===== src/assert_macros.svh =====
// Assertion helpers; the using module must have clk and rst in scope.
`ifndef ASSERT_MACROS_SVH
`define ASSERT_MACROS_SVH

// Condition holds whenever out of reset.
`define ASSERT_ALWAYS(lbl, cond, msg) \
  lbl: assert property (@(posedge clk) disable iff (rst) (cond)) else $error(msg);

// Same-cycle implication.
`define ASSERT_IMPLIES(lbl, ante, cons, msg) \
  lbl: assert property (@(posedge clk) disable iff (rst) (ante) |-> (cons)) else $error(msg);

// Next-cycle implication.
`define ASSERT_NEXT(lbl, ante, cons, msg) \
  lbl: assert property (@(posedge clk) disable iff (rst) (ante) |=> (cons)) else $error(msg);

`endif


===== src/ubxfp_pkg.sv =====
package ubxfp_pkg;

  // Input item selector (s_tuser)
  localparam logic [1:0] OP_PUSH   = 2'd0;
  localparam logic [1:0] OP_READ   = 2'd1;
  localparam logic [1:0] OP_RESYNC = 2'd2;

  // Result kind (m_tuser)
  localparam logic KIND_FRAME = 1'b0;
  localparam logic KIND_READ  = 1'b1;

  localparam logic [7:0] SYNC1_BYTE = 8'hB5;
  localparam logic [7:0] SYNC2_BYTE = 8'h62;

  typedef struct packed {
    logic       done;
    logic [7:0] msg_class;
    logic [7:0] msg_id;
    logic [9:0] payload_length;
  } frame_info_t;

endpackage


===== src/ubxfp_ram.sv =====
module ubxfp_ram #(
  parameter int WIDTH = 8,
  parameter int DEPTH = 512,
  localparam int AW = $clog2(DEPTH)
) (
  input  logic             clk,
  input  logic             wr_en,
  input  logic [AW-1:0]    wr_addr,
  input  logic [WIDTH-1:0] wr_data,
  input  logic             rd_en,
  input  logic [AW-1:0]    rd_addr,
  output logic [WIDTH-1:0] rd_data
);

  logic [WIDTH-1:0] mem [DEPTH];

  always_ff @(posedge clk) begin
    if (wr_en) begin
      mem[wr_addr] <= wr_data;
    end
    if (rd_en) begin
      rd_data <= mem[rd_addr];
    end
  end

endmodule


===== src/ubxfp_parser.sv =====
`include "assert_macros.svh"

module ubxfp_parser import ubxfp_pkg::*; #(
  parameter int PAYLOAD_BYTES = 512,
  localparam int ADDR_W = $clog2(PAYLOAD_BYTES),
  localparam int FILL_W = $clog2(PAYLOAD_BYTES + 1)
) (
  input  logic              clk,
  input  logic              rst,
  input  logic              push,
  input  logic              resync,
  input  logic [7:0]        rx_byte,
  output logic              wr_en,
  output logic [ADDR_W-1:0] wr_addr,
  output logic [7:0]        wr_data,
  output frame_info_t       frame
);

  typedef enum logic [3:0] {
    PH_SYNC1, PH_SYNC2, PH_CLASS, PH_ID, PH_LEN_LO, PH_LEN_HI,
    PH_BODY, PH_CHK_A, PH_CHK_B
  } phase_t;

  phase_t             phase, phase_next;
  logic [7:0]         sum_a, sum_a_next;
  logic [7:0]         sum_b, sum_b_next;
  logic [7:0]         frame_class, frame_class_next;
  logic [7:0]         frame_id, frame_id_next;
  logic [15:0]        frame_length, frame_length_next;
  logic [FILL_W-1:0]  fill, fill_next;
  logic [7:0]         acc_a, acc_b;
  logic [15:0]        len_full;
  logic [FILL_W-1:0]  fill_inc;

  assign acc_a    = sum_a + rx_byte;
  assign acc_b    = sum_b + acc_a;
  assign len_full = {rx_byte, frame_length[7:0]};
  assign fill_inc = fill + 1'b1;
  assign wr_addr  = fill[ADDR_W-1:0];
  assign wr_data  = rx_byte;

  always_comb begin
    phase_next        = phase;
    sum_a_next        = sum_a;
    sum_b_next        = sum_b;
    frame_class_next  = frame_class;
    frame_id_next     = frame_id;
    frame_length_next = frame_length;
    fill_next         = fill;
    wr_en             = 1'b0;
    frame             = '0;
    if (resync) begin
      phase_next        = PH_SYNC1;
      frame_length_next = '0;
      fill_next         = '0;
    end else if (push) begin
      case (phase)
        PH_SYNC1: begin
          if (rx_byte == SYNC1_BYTE) phase_next = PH_SYNC2;
        end
        PH_SYNC2: begin
          if (rx_byte == SYNC2_BYTE) begin
            phase_next = PH_CLASS;
            sum_a_next = '0;
            sum_b_next = '0;
          end else begin
            phase_next = PH_SYNC1;
          end
        end
        PH_CLASS: begin
          frame_class_next = rx_byte;
          sum_a_next       = acc_a;
          sum_b_next       = acc_b;
          phase_next       = PH_ID;
        end
        PH_ID: begin
          frame_id_next = rx_byte;
          sum_a_next    = acc_a;
          sum_b_next    = acc_b;
          phase_next    = PH_LEN_LO;
        end
        PH_LEN_LO: begin
          frame_length_next = {8'h00, rx_byte};
          sum_a_next        = acc_a;
          sum_b_next        = acc_b;
          phase_next        = PH_LEN_HI;
        end
        PH_LEN_HI: begin
          frame_length_next = len_full;
          sum_a_next        = acc_a;
          sum_b_next        = acc_b;
          if (len_full == '0) begin
            phase_next = PH_CHK_A;
          end else if (int'(len_full) <= PAYLOAD_BYTES) begin
            fill_next  = '0;
            phase_next = PH_BODY;
          end else begin
            phase_next = PH_SYNC1;  // too long for the store
          end
        end
        PH_BODY: begin
          wr_en      = 1'b1;
          fill_next  = fill_inc;
          sum_a_next = acc_a;
          sum_b_next = acc_b;
          if (int'(fill_inc) >= int'(frame_length)) phase_next = PH_CHK_A;
        end
        PH_CHK_A: begin
          phase_next = (rx_byte == sum_a) ? PH_CHK_B : PH_SYNC1;
        end
        PH_CHK_B: begin
          phase_next = PH_SYNC1;
          if (rx_byte == sum_b) begin
            frame.done           = 1'b1;
            frame.msg_class      = frame_class;
            frame.msg_id         = frame_id;
            frame.payload_length = frame_length[9:0];
          end
        end
        default: phase_next = PH_SYNC1;
      endcase
    end
  end

  always_ff @(posedge clk) begin
    if (rst) begin
      phase        <= PH_SYNC1;
      sum_a        <= '0;
      sum_b        <= '0;
      frame_class  <= '0;
      frame_id     <= '0;
      frame_length <= '0;
      fill         <= '0;
    end else begin
      phase        <= phase_next;
      sum_a        <= sum_a_next;
      sum_b        <= sum_b_next;
      frame_class  <= frame_class_next;
      frame_id     <= frame_id_next;
      frame_length <= frame_length_next;
      fill         <= fill_next;
    end
  end

  `ASSERT_IMPLIES(a_body_fill, phase == PH_BODY, int'(fill) < int'(frame_length), "fill past length")
  `ASSERT_IMPLIES(a_body_len, phase == PH_BODY, frame_length != '0 && int'(frame_length) <= PAYLOAD_BYTES, "bad body length")
  `ASSERT_IMPLIES(a_done_phase, frame.done, phase == PH_CHK_B && push, "frame done outside checksum")

endmodule


===== src/ubx_frame_parser_core.sv =====
// Path from input item accept to m_tvalid: stage 1, then the output register (store read is registered).
// Throughput: one item per cycle while s_tready is high; output register plus a stage
//   in front of it keep s_tready high while one result waits on m_tready, low when both hold results.
// Reset (rst, synchronous): parser back to hunting the first sync byte,
//   sums and frame header zeroed, pipeline emptied; payload store not cleared.
`include "assert_macros.svh"

module ubx_frame_parser_core import ubxfp_pkg::*; #(
  parameter int PAYLOAD_BYTES = 512
) (
  input  logic        clk,
  input  logic        rst,
  // input items
  input  logic        s_tvalid,
  output logic        s_tready,
  input  logic [23:0] s_tdata,   // [7:0] data_byte, [16:8] read_index, [23:17] zero
  input  logic [1:0]  s_tuser,   // [1:0] op
  // result items
  output logic        m_tvalid,
  input  logic        m_tready,
  output logic [39:0] m_tdata,   // [7:0] msg_class, [15:8] msg_id,
                                 // [25:16] payload_length, [33:26] read_byte, [39:34] zero
  output logic        m_tuser    // [0] kind
);

  localparam int ADDR_W = $clog2(PAYLOAD_BYTES);

  logic              accept, push, resync, rd_req, s1_adv, rd_oob;
  logic [7:0]        data_byte;
  logic [8:0]        read_index;
  logic              wr_en;
  logic [ADDR_W-1:0] wr_addr;
  logic [7:0]        wr_data;
  logic [7:0]        ram_rdata;
  frame_info_t       frame;

  // stage 1: result captured, store read in flight
  logic        s1_valid, s1_kind, s1_oob;
  logic [7:0]  s1_class, s1_id;
  logic [9:0]  s1_len;

  // output register
  logic        out_valid, out_kind;
  logic [7:0]  out_class, out_id, out_rbyte;
  logic [9:0]  out_len;

  assign data_byte  = s_tdata[7:0];
  assign read_index = s_tdata[16:8];

  // stage 1 moves when the output register is empty or being drained
  assign s1_adv   = !out_valid || m_tready;
  assign s_tready = !s1_valid || s1_adv;
  assign accept   = s_tvalid && s_tready;
  assign push     = accept && (s_tuser == OP_PUSH);
  assign resync   = accept && (s_tuser == OP_RESYNC);
  assign rd_req   = accept && (s_tuser == OP_READ);
  assign rd_oob   = int'(read_index) >= PAYLOAD_BYTES;

  ubxfp_parser #(
    .PAYLOAD_BYTES(PAYLOAD_BYTES)
  ) u_parser (
    .clk     (clk),
    .rst     (rst),
    .push    (push),
    .resync  (resync),
    .rx_byte (data_byte),
    .wr_en   (wr_en),
    .wr_addr (wr_addr),
    .wr_data (wr_data),
    .frame   (frame)
  );

  // Read enable only on read items, so rd_data holds while stage 1 stalls.
  ubxfp_ram #(
    .WIDTH(8),
    .DEPTH(PAYLOAD_BYTES)
  ) u_store (
    .clk     (clk),
    .wr_en   (wr_en),
    .wr_addr (wr_addr),
    .wr_data (wr_data),
    .rd_en   (rd_req),
    .rd_addr (ADDR_W'(read_index)),
    .rd_data (ram_rdata)
  );

  always_ff @(posedge clk) begin
    if (rst) begin
      s1_valid  <= 1'b0;
      out_valid <= 1'b0;
    end else begin
      if (s1_adv) begin
        out_valid <= s1_valid;
        if (s1_valid) begin
          out_kind  <= s1_kind;
          out_class <= s1_class;
          out_id    <= s1_id;
          out_len   <= s1_len;
          out_rbyte <= (s1_kind == KIND_READ && !s1_oob) ? ram_rdata : 8'h00;
        end
      end
      if (s_tready) begin
        s1_valid <= rd_req || frame.done;
        if (rd_req) begin
          s1_kind  <= KIND_READ;
          s1_oob   <= rd_oob;
          s1_class <= '0;
          s1_id    <= '0;
          s1_len   <= '0;
        end else if (frame.done) begin
          s1_kind  <= KIND_FRAME;
          s1_oob   <= 1'b0;
          s1_class <= frame.msg_class;
          s1_id    <= frame.msg_id;
          s1_len   <= frame.payload_length;
        end
      end
    end
  end

  assign m_tvalid = out_valid;
  assign m_tuser  = out_kind;
  assign m_tdata  = {6'b0, out_rbyte, out_len, out_id, out_class};

  `ASSERT_NEXT(a_s1_hold, s1_valid && !s1_adv, s1_valid && $stable(ram_rdata) && $stable(s1_kind), "stalled read data changed")
  `ASSERT_NEXT(a_read_lands, rd_req, s1_valid && s1_kind == KIND_READ, "read item lost")
  `ASSERT_IMPLIES(a_frame_no_byte, m_tvalid && m_tuser == KIND_FRAME, m_tdata[33:26] == 8'h00, "frame result with read byte")
  `ASSERT_IMPLIES(a_read_no_hdr, m_tvalid && m_tuser == KIND_READ, m_tdata[25:0] == 26'd0, "read result with header")

endmodule

===== config.mk =====
export PLATFORM = sky130hd
export DESIGN_NAME = ubx_frame_parser_core
export DESIGN_NICKNAME = d
export VERILOG_FILES = /design/src/ubxfp_pkg.sv /design/src/ubxfp_ram.sv /design/src/ubxfp_parser.sv /design/src/ubx_frame_parser_core.sv
export VERILOG_INCLUDE_DIRS = /design/src /design/src/src
export SDC_FILE = /design/constraint.sdc
export NUM_CORES = 2
export LEC_CHECK = 0
export BUFFER_PORTS_ARGS = -buffer_cell sky130_fd_sc_hd__buf_2
export CELL_PAD_IN_SITES_DETAIL_PLACEMENT = 1
export CELL_PAD_IN_SITES_GLOBAL_PLACEMENT = 1
export CORE_UTILIZATION = 55
export CTS_CLUSTER_SIZE = 25
export DETAILED_ROUTE_END_ITERATION = 10
export PLACE_DENSITY_LB_ADDON = 0.1
export SLEW_MARGIN = 0
export SYNTH_ARGS = -nofsm -noshare
export SYNTH_HDL_FRONTEND = slang
export SYNTH_SLANG_ARGS = --single-unit

===== constraint.sdc =====
create_clock -name clk -period 5 [get_ports clk]
set_input_delay 0.5 -clock clk [delete_from_list [all_inputs] [get_ports clk]]
set_output_delay 0.5 -clock clk [all_outputs]
set_load 0.005 [all_outputs]

======== After elaboration in Yosys (flattened, before gate mapping) ========
Memory sizes are Yosys's and may differ from the RTL's. A register that Yosys moved wholly into a read port is not among the register bits.
Cells that the tools add are included.
storage, ports and cells
  register bits ........................... 126
  bits in latches ......................... 0
  RAM bits ................................ 4096
  bits in read-only memories .............. 0
  output and inout port bits .............. 43
  logic and storage cells ................. 101
  memories ................................ 1
memory list
  memory       words  width  read ports  clocked after memory_dff  write ports  RTL line         text
  u_store.mem  512    8      1           1                         1            ubxfp_ram.sv:15  logic [WIDTH-1:0] mem [DEPTH];
cells by class
  $add $sub $neg .......................... 3
  multiply operators ...................... 0
  div/mod/pow operators ................... 0
  order comparisons ....................... 2
  equality and inequality tests ........... 19
  shift-type cells ........................ 0
  mux-type cells .......................... 27
  bitwise gates (word level) .............. 3
  reduce and logical (&&, ||, !) cells .... 27
operator list
  cell                   count
  $mux 27                4
  $pmux 16 s2            1
  $pmux 4 s8             1
  $pmux 8 s2             2
  $mux 10                3
  $mux 8                 3
  $pmux 10 s2            1
  $reduce_and 3->1       6
  $add 8x8->8            2
  $eq 4x3->1 const B     4
  $eq 8x8->1             2
  $ge 10x16->1           1
  $le 16x10->1 const B   1
  $logic_not 16->1       1
  $mux 4                 4
  $add 10x1->10 const B  1
  $eq 4x2->1 const B     2
  $eq 8x7->1 const B     1
  $eq 8x8->1 const B     1
  $ne 2x1->1 const B     4
  $reduce_and 4->1       2
  $reduce_bool 2->1      4
  $mux 1                 6
  $reduce_or 5->1        1
  other kinds (15)       23

======== Logic depth before layout (Yosys ltp) ========
  depth after elaboration ................. 9
  gate-level depth with buffers ........... 15
  depth with buffers taken out ............ 15

======== By module ========
From an unflattened synthesis, not the netlist that was laid out.
unflattened totals
  cells, all modules ...................... 8625
  area, all modules ....................... 166303.2 um^2
modules (own cells, without submodules)
  module                 times used  cells each  area an instance (um^2)  sequential area each (um^2)
  ubxfp_ram              1           8030        160007.2                 123238.2
  ubxfp_parser           1           472         3861.2                   1241.2
  ubx_frame_parser_core  1           123         2434.8                   1901.8

======== Worst setup path before layout ========
No wires, ideal clock.
  kind .................................... input-to-reg
  start ................................... input port rst
  end ..................................... register out_kind (netlist: m_tuser) (enable)
  setup time .............................. 478 ps
  arrival time ............................ 3329 ps
  data required time ...................... 4522 ps
  setup slack ............................. 1193 ps
  cell stages on the path ................. 2
  path buffers ............................ 1
  cells stage by stage .................... clkbuf_1 > nor3b_1
between the ends
  cells in the longest elaborated chain, start to end .. 2
ends and longest elaborated chain
  item                        RTL line                     text
  from (decl)                 ubx_frame_parser_core.sv:12  input logic rst,
  $not 1->1 (no line)         -
  $reduce_and 3->1 (no line)  -
  to (signal assigned)        ubx_frame_parser_core.sv:95  out_kind <= s1_kind;
  to (decl)                   ubx_frame_parser_core.sv:43  logic out_valid, out_kind;
Every way passes these cells.
A chain may end at the register's enable or synchronous reset.

======== Final worst setup path ========
  start ................................... register u_parser.phase[0]
  end ..................................... memory u_store.mem[173][6] (enable)
between the ends
  cells in the longest elaborated chain, start to end .. 6
ends and longest elaborated chain
  item                          RTL line             text
  from (decl)                   ubxfp_parser.sv:24   phase_t phase, phase_next;
  from (signal assigned)        ubxfp_parser.sv:135  phase <= phase_next;
  $eq 4x3->1                    ubxfp_parser.sv:57   case (phase)
  $mux 1                        ubxfp_parser.sv:57
  $mux 1                        ubxfp_parser.sv:56   end else if (push) begin
  $mux 1                        ubxfp_parser.sv:52   if (resync) begin
  $mux 1                        ubxfp_ram.sv:18      if (wr_en) begin
  $mux 1 (implied by the code)  ubxfp_ram.sv:19      mem[wr_addr] <= wr_data;
  to (decl)                     ubxfp_ram.sv:15
Every way passes these cells.

==> flow_summary_export.csv <==
group,metric,value,unit
outcome,status,"finished, final reports clean",
synth,synth-seq-cells,4230,
placement,pre_cts_ws,530.8,ps
cts,cts_max_path_buffers,4,
drt,via_per_inst,6.477,
cts,h-tree-depth,5,
worst_hold_path,min_from,"s_tdata[3]",
synth,ys.warnings.count,0,
critical_path,ff2ff_path_depth,6,
critical_path,crit_arrival,4980,ps
synth,synth_edf_count,4166,
timing,fin_ws,576.6,ps
timing,slew_viol_final,0,
final_layout,seq_area,126400,µm²
floorplanning,row_count,200,
synth,syn_area,164200,µm²
cts,numCtsBuffers,425,
drt,ant_nets,0,
critical_path,cp.required,5560,ps
timing,fmax,226.1,MHz
floorplanning,start_util,0.5529,
placement,place_area,170200,µm²
timing,relSlewSlack,0.1121,
timing,fin_hold_ws,79.69,ps
critical_path,crit_path_start_kind,"flop",
synth,ys_seq_area_frac,0.7696,
critical_path,crit_type,"reg2reg",
floorplanning,coreArea,297000,µm²
final_layout,fin_nets,8257,
cts,root_buffer,"clkbuf_16",
critical_path,r2r_slack,580,ps
synth,async_reset_ff_frac,0,
drt,vias,80940,
drt,wl,426300,µm
timing,rsz0062_at_grt,"no",
cts,clk_pin_slew_worst_paths,70,ps
synth,synth_ff_type,"edfxtp_1",
timing,worstMarginPinSlew,1329,ps
final_layout,syn2layout_area_growth,11.87,%
placement,gp_congestion,0.8365,
final_layout,final_area,183700,µm²
cts,cts_tree,"done",
flow_run,cap_violations,0,
power,leakage,57.09,nW
final_layout,fill_cells,24060,
timing,final_hold_viol_count,0,
floorplanning,die_h,548.4,µm
final_layout,multiInputGateArea,35580,µm²
placement,port_buffers,59,
worst_hold_path,hold_path_depth,1,
drt,wl_per_cell,34.11,µm
floorplanning,fp.dieW,548.4,µm
cts,clock_latency,950,ps
timing,post-route-min-period,4423,ps
final_layout,layout-drive-gt1-share,0.2372,
drt,drtIter0Drc,8679,
drt,drc,0,
critical_path,r2r_end,"u_store.mem[173][6]",
floorplanning,dieArea,300800,µm²
worst_hold_path,hp-class,"in2reg",
timing,setup_viol_count_final,0,
placement,dp_hpwl,258900,µm
global_routing,grt_antenna_before_repair,17,
timing,finalCritPeriodShare,0.8847,
global_routing,grt_use_total,0.2847,
drt,drt_pass1_iterations,7,
synth,postSynthCellCount,7917,
critical_path,rr_startpoint,"u_parser.phase[0]",
global_routing,overflow,0,
worst_hold_path,min_to,"u_store.mem[481][3]",
critical_path,crit_fanout,20,
synth,yosysUniqueCellTypes,63,
timing,finalClockSkew,39.61,ps
timing,setup_tns,0,ps
power,p_per_area,399.5,nW/µm²
global_routing,grt_max_degree,190,
synth,syn_avg_cell_area,20.74,µm²
critical_path,end_kind,"flop",
global_routing,grt_pass1_vias,84490,
floorplanning,num_io_pins,73,
global_routing,grt_pass1_wl,611900,µm
cts,cts.sink_count,4230,
power,peakVddDrop,319.6,µV
metal layers:
metal / routed length (µm) / global-route usage / vias to the layer above
li1: - / - / 33130
met1: 176100 / 0.4117 / 43850
met2: 207300 / 0.4585 / 3369
met3: 30200 / 0.04142 / 589
met4: 12610 / 0.08174 / 2
met5: 13 / 0 / -
through the flow:
step,util,power (mW),cells
3_5_place_dp,0.5728,42.99,11700
2_1_floorplan,-,41.40,7922
6_report,0.6185,73.39,12500
4_1_cts,0.6184,73.80,12490
5_1_grt,0.6184,75.05,12490
3_3_place_gp,0.5728,42.89,11700
sequential cells by signal, indices dropped and copies added, names as in the netlist, 4 cells and up:
name and flops:
out_id 8, s1_len 10, u_parser.frame_id 8, u_store.mem 4096, out_len 10, u_parser.sum_a 8
u_parser.sum_b 8, u_parser.fill 10, u_store.rd_data 8, s1_id 8, u_parser.frame_length 16, out_class 8
s1_class 8, u_parser.phase 4, out_rbyte 8, u_parser.frame_class 8
power breakdown:
| group | internal, mW | total (mW) | switching (mW) | leakage, nW |
|---|---|---|---|---|
| Sequential | 38.9 | 39.0 | 0.0105 | 37.8 |
| Clock | 17.8 | 31.2 | 13.3 | 6.57 |
| Combinational | 1.16 | 3.27 | 2.12 | 12.7 |
| Total | 57.9 | 73.4 | 15.5 | 57.1 |
worst max-delay path: stages (launching register included):
cell and delay [ps]:
dfxtp_1 500, nor2_2 260, and3_1 330, nand2_2 450, nor4b_2 710, nand2_1 800
nor2_1 950
cell usage after synthesis, types with 48 or more instances:
master / n / share of area
dfxtp_1: 64 / 0.0078
o22ai_1: 107 / 0.0041
a21oi_1: 163 / 0.0050
mux2i_1: 275 / 0.017
mux4_2: 1025 / 0.14
nor2_1: 740 / 0.017
nand3_1: 138 / 0.0042
nand2_1: 168 / 0.0038
edfxtp_1: 4166 / 0.76
buf_1: 48 / 0.0011
buf_2: 129 / 0.0039
o21ai_0: 202 / 0.0062
clkbuf_1: 211 / 0.0048
buf_4: 102 / 0.0047
area by class of cell:
class / count / share of cell area
flip-flops and latches: 4230 / 0.6880
repair buffers: 342 / 0.01784
clock buffers: 526 / 0.06092
multi-input cells: 3178 / 0.1937
well taps: 3939 / 0.02683
inverters: 20 / 0.0004631
diodes: 8 / 0.0001090
clock inverters: 254 / 0.01221
worst max path at each step:
stage	startpoint	to	slack [ps]	cells past startpoint
global route	u_parser.phase[0]	u_store.mem[172][0]	330	6
detailed placement	u_parser.phase[0]	u_store.mem[172][3]	530	6
CTS	u_parser.phase[0]	u_store.mem[173][5]	550	6
finish	u_parser.phase[0]	u_store.mem[173][6]	580	6
global placement	u_parser.phase[0]	u_store.mem[174][3]	760	6
floorplan	rst	m_tuser	1190	2
repair_timing:
action | CTS | global route
hold buffers | 9 | 0
endpoints found under the setup margin | 0 | 0
buffers inserted | 0 | 0
gates resized for setup | 0 | 0
hold endpoints to repair | 78 | 0
kinds of logic after synthesis:
| family | synth area share |
|---|---|
| AOI/OAI and AO/OA | 0.02002 |
| and+or+nand+nor | 0.03151 |
| DFF | 0.7696 |
| adders and majority gates | 0.002377 |
| muxes | 0.1596 |
| buffers and inverters | 0.01525 |
| xor gates and xnor gates | 0.001630 |
| other | 0.00002284 |
cells in the final DEF (no fill, tap or decap), types with 47 or more instances in the layout:
cell	n
o21ai_0	202
a21oi_1	162
clkbuf_1	89
clkinv_1	103
buf_12	59
dfxtp_1	64
clkbuf_16	430
nand3_1	133
nand2_1	154
nor2_1	737
edfxtp_1	4166
mux2i_1	275
mux4_2	1025
buf_4	218
o22ai_1	107
buf_2	47
clkinv_2	82
No activity file was read; power rests on OpenSTA's default activity.
